$ cat src/rtl/lie_pkg.sv
// ----------------------------------------------------------------------------
// lie_pkg
// Shared types and constants for the indexed list editor.
// ----------------------------------------------------------------------------
package lie_pkg;

   localparam int DATA_W       = 32;
   localparam int CMD_W        = 2;
   localparam int CAPACITY_MAX = 64;
   localparam int CAPACITY_DEF = 64;
   localparam int ADDR_W_MAX   = $clog2(CAPACITY_MAX);

   typedef enum logic [CMD_W-1:0] {
      CMD_PUSH_FRONT = 2'd0,
      CMD_PUSH_BACK  = 2'd1,
      CMD_DELETE     = 2'd2
   } cmd_type;

   typedef enum logic [2:0] {
      ST_IDLE,
      ST_MOVE_RD,
      ST_MOVE_WR,
      ST_INS_FRONT,
      ST_EMIT_START,
      ST_EMIT_RD,
      ST_EMIT_WR,
      ST_EMIT_EMPTY
   } state_type;

   // store access issued by the sequencer
   typedef struct packed {
      logic                     wr_en;
      logic [ADDR_W_MAX-1:0]    wr_addr;
      logic signed [DATA_W-1:0] wr_data;
      logic [ADDR_W_MAX-1:0]    rd_addr;
   } mem_ctl_type;

   // result beat handed to the output register
   typedef struct packed {
      logic                     load;
      logic signed [DATA_W-1:0] element;
      logic                     is_last;
      logic                     list_empty;
      logic                     insert_refused;
   } out_load_type;

endpackage

$ cat src/rtl/lie_if.sv
// ----------------------------------------------------------------------------
// lie_req_if / lie_rsp_if
// Valid/ready channels for commands and list result beats.
// ----------------------------------------------------------------------------
interface lie_req_if;
   import lie_pkg::*;

   logic                     valid;
   logic                     ready;
   logic [CMD_W-1:0]         cmd;
   logic signed [DATA_W-1:0] operand;

   modport source (output valid, output cmd, output operand, input ready);
   modport sink   (input valid, input cmd, input operand, output ready);
endinterface

interface lie_rsp_if;
   import lie_pkg::*;

   logic                     valid;
   logic                     ready;
   logic signed [DATA_W-1:0] element;
   logic                     is_last;
   logic                     list_empty;
   logic                     insert_refused;

   modport source (output valid, output element, output is_last, output list_empty,
                   output insert_refused, input ready);
   modport sink   (input valid, input element, input is_last, input list_empty,
                   input insert_refused, output ready);
endinterface

$ cat src/rtl/indexed_list_editor_core.sv
// Throughput: one command at a time; the next is taken once the final beat is loaded,
//   as entries are moved and read one per step through the entry store.
// Reset: synchronous; clears the entry count and control, store contents are not cleared.
// ----------------------------------------------------------------------------
// indexed_list_editor_core
// Bounded ordered list with front/back insert and delete at index; every
// command is answered by the full list, one beat per entry, or by a single empty beat.
// ----------------------------------------------------------------------------
module indexed_list_editor_core #(
   parameter int CAPACITY = lie_pkg::CAPACITY_DEF
) (
   input logic       clock,
   input logic       reset,
   lie_req_if.sink   req_ch,
   lie_rsp_if.source rsp_ch
);
   import lie_pkg::*;

   mem_ctl_type              mem_ctl;
   out_load_type             out_load;
   logic signed [DATA_W-1:0] rd_data;
   logic                     out_free;

   logic                     rsp_valid_ff;
   logic signed [DATA_W-1:0] element_ff;
   logic                     is_last_ff;
   logic                     list_empty_ff;
   logic                     refused_ff;

   assign out_free = !rsp_valid_ff || rsp_ch.ready;

   lie_seq #(.CAPACITY(CAPACITY)) u_seq (
      .clock    (clock),
      .reset    (reset),
      .req      (req_ch),
      .out_free (out_free),
      .rd_data  (rd_data),
      .mem_ctl  (mem_ctl),
      .out_load (out_load)
   );

   lie_store #(.CAPACITY(CAPACITY)) u_store (
      .clock   (clock),
      .ctl     (mem_ctl),
      .rd_data (rd_data)
   );

   // output register decouples the sequencer from the result sink
   always_ff @(posedge clock) begin
      if (reset) begin
         rsp_valid_ff <= 1'b0;
      end else if (out_load.load) begin
         rsp_valid_ff <= 1'b1;
      end else if (rsp_ch.ready) begin
         rsp_valid_ff <= 1'b0;
      end
      if (out_load.load) begin
         element_ff    <= out_load.element;
         is_last_ff    <= out_load.is_last;
         list_empty_ff <= out_load.list_empty;
         refused_ff    <= out_load.insert_refused;
      end
   end

   assign rsp_ch.valid          = rsp_valid_ff;
   assign rsp_ch.element        = element_ff;
   assign rsp_ch.is_last        = is_last_ff;
   assign rsp_ch.list_empty     = list_empty_ff;
   assign rsp_ch.insert_refused = refused_ff;

endmodule

$ cat src/rtl/lie_store.sv
// ----------------------------------------------------------------------------
// lie_store
// Entry memory: one write port, one read port with registered read data.
// ----------------------------------------------------------------------------
module lie_store #(
   parameter int CAPACITY = lie_pkg::CAPACITY_DEF
) (
   input  logic                             clock,
   input  lie_pkg::mem_ctl_type             ctl,
   output logic signed [lie_pkg::DATA_W-1:0] rd_data
);
   import lie_pkg::*;

   localparam int AW = (CAPACITY > 1) ? $clog2(CAPACITY) : 1;

   logic signed [DATA_W-1:0] mem [CAPACITY];
   logic signed [DATA_W-1:0] rd_data_ff;

   always_ff @(posedge clock) begin
      if (ctl.wr_en) begin
         mem[ctl.wr_addr[AW-1:0]] <= ctl.wr_data;
      end
      rd_data_ff <= mem[ctl.rd_addr[AW-1:0]];
   end

   assign rd_data = rd_data_ff;

endmodule

$ cat src/rtl/lie_seq.sv
// ----------------------------------------------------------------------------
// lie_seq
// Command sequencer: shifts entries one at a time through the store using a
// single index step unit, then walks the list out beat by beat.
// ----------------------------------------------------------------------------
module lie_seq #(
   parameter int CAPACITY = lie_pkg::CAPACITY_DEF
) (
   input  logic                              clock,
   input  logic                              reset,
   lie_req_if.sink                           req,
   input  logic                              out_free,
   input  logic signed [lie_pkg::DATA_W-1:0] rd_data,
   output lie_pkg::mem_ctl_type              mem_ctl,
   output lie_pkg::out_load_type             out_load
);
   import lie_pkg::*;

   localparam int AW = (CAPACITY > 1) ? $clog2(CAPACITY) : 1;
   localparam int CW = $clog2(CAPACITY + 1);

   state_type                state_ff, state_in;
   logic [CW-1:0]            count_ff, count_in;
   logic [CW-1:0]            idx_ff, idx_in;
   logic                     front_ff, front_in;
   logic                     refused_ff, refused_in;
   logic signed [DATA_W-1:0] opnd_ff, opnd_in;

   logic [CW-1:0] step;
   logic          full;
   logic          del_ok;

   // shared index unit: down for front insert, up for delete and readout
   assign step   = front_ff ? (idx_ff - CW'(1)) : (idx_ff + CW'(1));
   assign full   = (count_ff == CW'(CAPACITY));
   assign del_ok = !req.operand[DATA_W-1] &&
                   (req.operand[DATA_W-2:0] < (DATA_W-1)'(count_ff));

   always_ff @(posedge clock) begin
      if (reset) begin
         state_ff   <= ST_IDLE;
         count_ff   <= '0;
         idx_ff     <= '0;
         front_ff   <= 1'b0;
         refused_ff <= 1'b0;
      end else begin
         state_ff   <= state_in;
         count_ff   <= count_in;
         idx_ff     <= idx_in;
         front_ff   <= front_in;
         refused_ff <= refused_in;
      end
      opnd_ff <= opnd_in;
   end

   always_comb begin
      state_in   = state_ff;
      count_in   = count_ff;
      idx_in     = idx_ff;
      front_in   = front_ff;
      refused_in = refused_ff;
      opnd_in    = opnd_ff;
      req.ready  = 1'b0;
      mem_ctl         = '0;
      mem_ctl.rd_addr = ADDR_W_MAX'(idx_ff[AW-1:0]);
      out_load                = '0;
      out_load.insert_refused = refused_ff;

      unique case (state_ff)
         ST_IDLE: begin
            req.ready = 1'b1;
            if (req.valid) begin
               opnd_in    = req.operand;
               refused_in = 1'b0;
               state_in   = ST_EMIT_START;
               case (req.cmd)
                  CMD_PUSH_FRONT: begin
                     if (full) begin
                        refused_in = 1'b1;
                     end else begin
                        front_in = 1'b1;
                        idx_in   = count_ff;
                        state_in = ST_MOVE_RD;
                     end
                  end
                  CMD_PUSH_BACK: begin
                     if (full) begin
                        refused_in = 1'b1;
                     end else begin
                        mem_ctl.wr_en   = 1'b1;
                        mem_ctl.wr_addr = ADDR_W_MAX'(count_ff[AW-1:0]);
                        mem_ctl.wr_data = req.operand;
                        count_in        = count_ff + CW'(1);
                     end
                  end
                  CMD_DELETE: begin
                     if (del_ok) begin
                        front_in = 1'b0;
                        idx_in   = req.operand[CW-1:0];
                        state_in = ST_MOVE_RD;
                     end
                  end
                  default: begin
                     state_in = ST_EMIT_START;
                  end
               endcase
            end
         end
         ST_MOVE_RD: begin
            if (front_ff) begin
               if (idx_ff == '0) begin
                  state_in = ST_INS_FRONT;
               end else begin
                  mem_ctl.rd_addr = ADDR_W_MAX'(step[AW-1:0]);
                  state_in        = ST_MOVE_WR;
               end
            end else begin
               if (step >= count_ff) begin
                  count_in = count_ff - CW'(1);
                  state_in = ST_EMIT_START;
               end else begin
                  mem_ctl.rd_addr = ADDR_W_MAX'(step[AW-1:0]);
                  state_in        = ST_MOVE_WR;
               end
            end
         end
         ST_MOVE_WR: begin
            mem_ctl.wr_en   = 1'b1;
            mem_ctl.wr_addr = ADDR_W_MAX'(idx_ff[AW-1:0]);
            mem_ctl.wr_data = rd_data;
            idx_in          = step;
            state_in        = ST_MOVE_RD;
         end
         ST_INS_FRONT: begin
            mem_ctl.wr_en   = 1'b1;
            mem_ctl.wr_addr = '0;
            mem_ctl.wr_data = opnd_ff;
            count_in        = count_ff + CW'(1);
            state_in        = ST_EMIT_START;
         end
         ST_EMIT_START: begin
            idx_in   = '0;
            front_in = 1'b0;
            state_in = (count_ff == '0) ? ST_EMIT_EMPTY : ST_EMIT_RD;
         end
         ST_EMIT_RD: begin
            state_in = ST_EMIT_WR;
         end
         ST_EMIT_WR: begin
            // read address stays on idx while the output slot is busy
            if (out_free) begin
               out_load.load    = 1'b1;
               out_load.element = rd_data;
               out_load.is_last = (step == count_ff);
               idx_in           = step;
               state_in         = (step == count_ff) ? ST_IDLE : ST_EMIT_RD;
            end
         end
         ST_EMIT_EMPTY: begin
            if (out_free) begin
               out_load.load       = 1'b1;
               out_load.is_last    = 1'b1;
               out_load.list_empty = 1'b1;
               state_in            = ST_IDLE;
            end
         end
         default: begin
            state_in = ST_IDLE;
         end
      endcase
   end

   a_count_bound: assert property (@(posedge clock) disable iff (reset)
      count_ff <= CW'(CAPACITY))
      else $error("list count above capacity");

   a_no_write_in_emit: assert property (@(posedge clock) disable iff (reset)
      (state_ff == ST_EMIT_RD || state_ff == ST_EMIT_WR || state_ff == ST_EMIT_EMPTY)
      |-> !mem_ctl.wr_en)
      else $error("store written during readout");

   a_last_ends_cmd: assert property (@(posedge clock) disable iff (reset)
      (out_load.load && out_load.is_last) |=> (state_ff == ST_IDLE))
      else $error("final beat did not return to idle");

   a_load_when_free: assert property (@(posedge clock) disable iff (reset)
      out_load.load |-> out_free)
      else $error("beat loaded into busy output register");

endmodule
$ cat src/flat_wrapper.sv
// flat-port wrapper written by rule: the top's interface ports become plain ports
module indexed_list_editor_core_flat import lie_pkg::*;
#(
   parameter int CAPACITY = lie_pkg::CAPACITY_DEF
)
  (clock, reset, req_ch_valid, req_ch_cmd, req_ch_operand, req_ch_ready, rsp_ch_valid, rsp_ch_element, rsp_ch_is_last, rsp_ch_list_empty, rsp_ch_insert_refused, rsp_ch_ready);
  lie_req_if req_ch_i ();
  lie_rsp_if rsp_ch_i ();
  input logic clock;
  input logic reset;
  input wire logic [$bits(req_ch_i.valid)-1:0] req_ch_valid;
  input wire logic [$bits(req_ch_i.cmd)-1:0] req_ch_cmd;
  input wire logic [$bits(req_ch_i.operand)-1:0] req_ch_operand;
  output wire logic [$bits(req_ch_i.ready)-1:0] req_ch_ready;
  output wire logic [$bits(rsp_ch_i.valid)-1:0] rsp_ch_valid;
  output wire logic [$bits(rsp_ch_i.element)-1:0] rsp_ch_element;
  output wire logic [$bits(rsp_ch_i.is_last)-1:0] rsp_ch_is_last;
  output wire logic [$bits(rsp_ch_i.list_empty)-1:0] rsp_ch_list_empty;
  output wire logic [$bits(rsp_ch_i.insert_refused)-1:0] rsp_ch_insert_refused;
  input wire logic [$bits(rsp_ch_i.ready)-1:0] rsp_ch_ready;
  assign req_ch_i.valid = req_ch_valid;
  assign req_ch_i.cmd = req_ch_cmd;
  assign req_ch_i.operand = req_ch_operand;
  assign req_ch_ready = req_ch_i.ready;
  assign rsp_ch_valid = rsp_ch_i.valid;
  assign rsp_ch_element = rsp_ch_i.element;
  assign rsp_ch_is_last = rsp_ch_i.is_last;
  assign rsp_ch_list_empty = rsp_ch_i.list_empty;
  assign rsp_ch_insert_refused = rsp_ch_i.insert_refused;
  assign rsp_ch_i.ready = rsp_ch_ready;
  indexed_list_editor_core #(.CAPACITY(CAPACITY)) u_core (.clock(clock), .reset(reset), .req_ch(req_ch_i), .rsp_ch(rsp_ch_i));
endmodule
$ cat config.mk
export PLATFORM = sky130hd
export DESIGN_NAME = indexed_list_editor_core_flat
export DESIGN_NICKNAME = d
export VERILOG_FILES = /design/src/rtl/lie_pkg.sv /design/src/rtl/lie_if.sv /design/src/rtl/indexed_list_editor_core.sv /design/src/rtl/lie_store.sv /design/src/rtl/lie_seq.sv /design/src/flat_wrapper.sv
export SDC_FILE = /design/constraint.sdc
export NUM_CORES = 2
export LEC_CHECK = 0
export BUFFER_PORTS_ARGS = -buffer_cell sky130_fd_sc_hd__buf_2
export CAP_MARGIN = 20
export CORE_UTILIZATION = 35
export CTS_BUF_LIST = sky130_fd_sc_hd__clkbuf_8
export DETAILED_ROUTE_END_ITERATION = 16
export PLACE_DENSITY_LB_ADDON = 0.05
export SLEW_MARGIN = 15
export SYNTH_ARGS = -nofsm -noshare
export SYNTH_HDL_FRONTEND = slang
export SYNTH_SLANG_ARGS = --single-unit
$ cat constraint.sdc
create_clock -name clock -period 12.2 [get_ports clock]
set_clock_uncertainty 0.15 [all_clocks]
set_input_delay 2.44 -clock clock [delete_from_list [all_inputs] [get_ports clock]]
set_output_delay 2.44 -clock clock [all_outputs]
set_load 0.005 [all_outputs]
==> impl_metrics.tcl <==
set metrics [dict create \
    fin_crit_sh 0.6154 \
    dp_hpwl_mm 183.5 \
    ys.flop_type "edfxtp_1" \
    cts_inserted_buffers 395 \
    cts_tree "yes" \
    first_pass_iters 9 \
    syn-cell-area_mm2 0.08662 \
    multi_input_area_mm2 0.02042 \
    status "completed" \
    holdWs_ns 0.3160 \
    antenna_found_initial 33 \
    r2r_cells 19 \
    area_growth_pct 13.63 \
    grt_max_degree 167 \
    routedWlPerCell_um 34.86 \
    synth_edf_count 2115 \
    finalHoldViolations 0 \
    syn_nets 5899 \
    crit_arrival_ns 8.31 \
    critPathMaxFanout 72 \
    track_usage 0.2623 \
    cts_root_buf "clkbuf_8" \
    synth_seq_cells 2167 \
    ir_drop_uv 289.5 \
    tns_ns 0 \
    hold_class "flop to flop" \
    gp_congestion 0.8388 \
    seq_area_mm2 0.06455 \
    clkPwrFrac 0.249 \
    row_count 182 \
    post_cts_buffers 0 \
    cts_resized 0 \
    switching_share 0.4261 \
    seq_area_frac_synth 0.7452 \
    synth.avg_cell_area_um2 14.84 \
    die_area_mm2 0.2495 \
    core_area_mm2 0.2459 \
    ioPinCount 75 \
    initial_core_util 0.3522 \
    routed_wirelength_mm 333.7 \
    rsz0062_at_grt "false" \
    h-tree-depth 5 \
    placed_area_mm2 0.09137 \
    clock_latency_ns 1.10 \
    drtIter0Drc 6895 \
    gr-total-overflow 0 \
    finalInstanceArea_mm2 0.09842 \
    grt_pass1_wl_mm 458.3 \
    cts.path.max_buffers 4 \
    critPathKind "flop to flop" \
    power.internal_mw 14.55 \
    io_buffers 74 \
    layout-drive-gt1-share 0.1544 \
    synth_cell_type_count 79 \
    cp-end-kind "flop" \
    nets 6088 \
    setup_viol 0 \
    drv_cap 0 \
    synthArstFlopShare 0 \
    drc_errors 0 \
    drt-vias-per-instance 5.930 \
    hold_buffers 0 \
    combPwrFrac 0.397 \
    power_density_mw_per_mm2 257.5 \
    fin_crit_ns 7.508 \
    numClockSinks 2167 \
    die_y_um 499.5 \
    layout_common_cells "edfxtp_1, clkbuf_8, nand3_1" \
    start_kind "flop" \
    power_frac_seq 0.354 \
    die_x_um 499.5 \
    layout_commonest_cell "edfxtp_1" \
    p_sw_mw 10.80 \
    timing.fmax_ghz 0.1332 \
    worst_slew_pin_slew_ns 1.235 \
    drv_slew 0 \
    critPathRequiredTime_ns 13.01 \
    clk_pin_slew_worst_paths_ns 0.06 \
    slew_headroom 0.1766 \
    syn_inst 5836 \
    power.leakage_nw 31.91 \
    fillers 22935 \
    hold_depth 0 \
    yosysWarnings 0 \
    ant_nets 0 \
    via_count 56757 \
    grt_pass1_vias 54960 \
]
==> metal layers <==
metal	wire [um]	up-vias	GRT usage
li1	-	23939	-
met4	10930	2	0.08616
met1	145700	29896	0.3653
met5	13	-	0
met3	22300	503	0.04422
met2	154700	2417	0.4151
==> worst max-delay path, cell delays in order, from the launching register on <==
cell,delay (ns)
dfxtp_1,0.67
inv_1,0.17
fa_1,0.45
nand2b_1,0.17
a21oi_1,0.22
a21o_1,0.16
a21oi_1,0.09
xnor2_1,0.15
ha_1,0.30
and4_1,0.23
o21a_1,0.21
a2111o_1,0.32
nand3_4,0.59
nand2_4,0.67
buf_4,0.65
buf_4,0.77
nand2_1,0.12
a22oi_1,0.24
nand3_1,0.64
nand4_1,0.32
==> sequential cells by signal, indices dropped and copies added (netlist names) <==
register and cells:
u_core.u_seq.state_ff 3, u_core.rsp_ch.valid 1, u_core.u_seq.front_ff 1, u_core.u_seq.count_ff 7
u_core.u_seq.opnd_ff 32, u_core.u_store.rd_data 32, u_core.rsp_ch.list_empty 1, u_core.rsp_ch.is_last 1
u_core.u_store.mem 2048, u_core.rsp_ch.element 32, u_core.rsp_ch.insert_refused 1, u_core.u_seq.refused_ff 1
u_core.u_seq.idx_ff 7
==> logic make-up after synthesis <==
group                      after synthesis  share of synthesized area
muxes                                   68                   0.008753
xor gates and xnor gates                12                   0.001213
buffers and inverters                  557                    0.02853
adders and majority gates               25                   0.003784
AOI/OAI and AO/OA                     1603                     0.1272
DFF                                   2167                     0.7452
and+or+nand+nor                       1404                    0.08532
==> final timing paths <==
path                            from                      endpoint  slack, ns
max            u_core.u_seq.front_ff     u_core.u_store.rd_data[3]       4.69
min          u_core.u_seq.refused_ff  u_core.rsp_ch.insert_refused       0.32
max reg2reg    u_core.u_seq.front_ff     u_core.u_store.rd_data[3]       4.69
min reg2reg  u_core.u_seq.refused_ff  u_core.rsp_ch.insert_refused       0.32
==> power by group through the flow <==
stage          combinational, mW  sequential (mW)  clock [mW]
6_report                    10.1             8.98        6.31
5_1_grt                     10.6             8.98        6.75
4_1_cts                     10.1             8.99        6.44
3_5_place_dp                10.1             9.14           0
3_3_place_gp                10.0             9.14           0
2_1_floorplan               5.54             8.98           0
==> metrics by stage <==
step	std cells	util	setup slack (ns)	total power [mW]
global route	9555	0.4000	4.251	26.31
finish	9571	0.4002	4.692	25.35
CTS	9545	0.3999	4.677	25.51
floorplan	5836	-	6.255	14.52
global placement	8842	0.3711	4.206	19.17
detailed placement	8846	0.3715	4.706	19.20
==> layout make-up <==
cell class                      count  share of cell area
Timing Repair Buffer              294             0.02206
Tap cell                         3220             0.04093
Clock buffer                      419             0.05859
Inverter                           55            0.002123
Antenna cell                       24           0.0006102
Sequential cell                  2167              0.6559
Clock inverter                    280             0.01234
Multi-Input combinational cell   3112              0.2075
==> cell usage after synthesis (9+ instances only) <==
master	number	share of area
edfxtp_1	2115	0.73
nand3_1	377	0.022
nand2_1	357	0.015
a21oi_1	347	0.020
o21ai_0	338	0.020
clkbuf_1	311	0.013
and3_1	293	0.021
a211oi_1	270	0.023
a32oi_1	256	0.026
a22oi_1	164	0.014
buf_2	132	0.0076
nor2_1	118	0.0051
mux2_2	62	0.0081
o2111ai_1	55	0.0056
inv_1	54	0.0023
nand4_1	53	0.0038
dfxtp_1	52	0.012
nor4_1	42	0.0030
and2_1	36	0.0026
a222oi_1	32	0.0037
ha_1	23	0.0033
buf_4	21	0.0018
a211o_1	20	0.0020
a22o_1	20	0.0020
buf_1	20	0.00087
nor4b_1	17	0.0017
o2111a_1	17	0.0022
o21ai_1	17	0.00098
and4_1	15	0.0015
buf_6	15	0.0019
nor3_1	15	0.00087
or4b_1	14	0.0016
or4_1	12	0.0010
a31oi_1	11	0.00079
nand4b_1	11	0.0011
o31a_1	10	0.0010
nor4bb_1	9	0.0010
xnor2_1	9	0.00091
No activity file was read; power rests on OpenSTA's default activity.
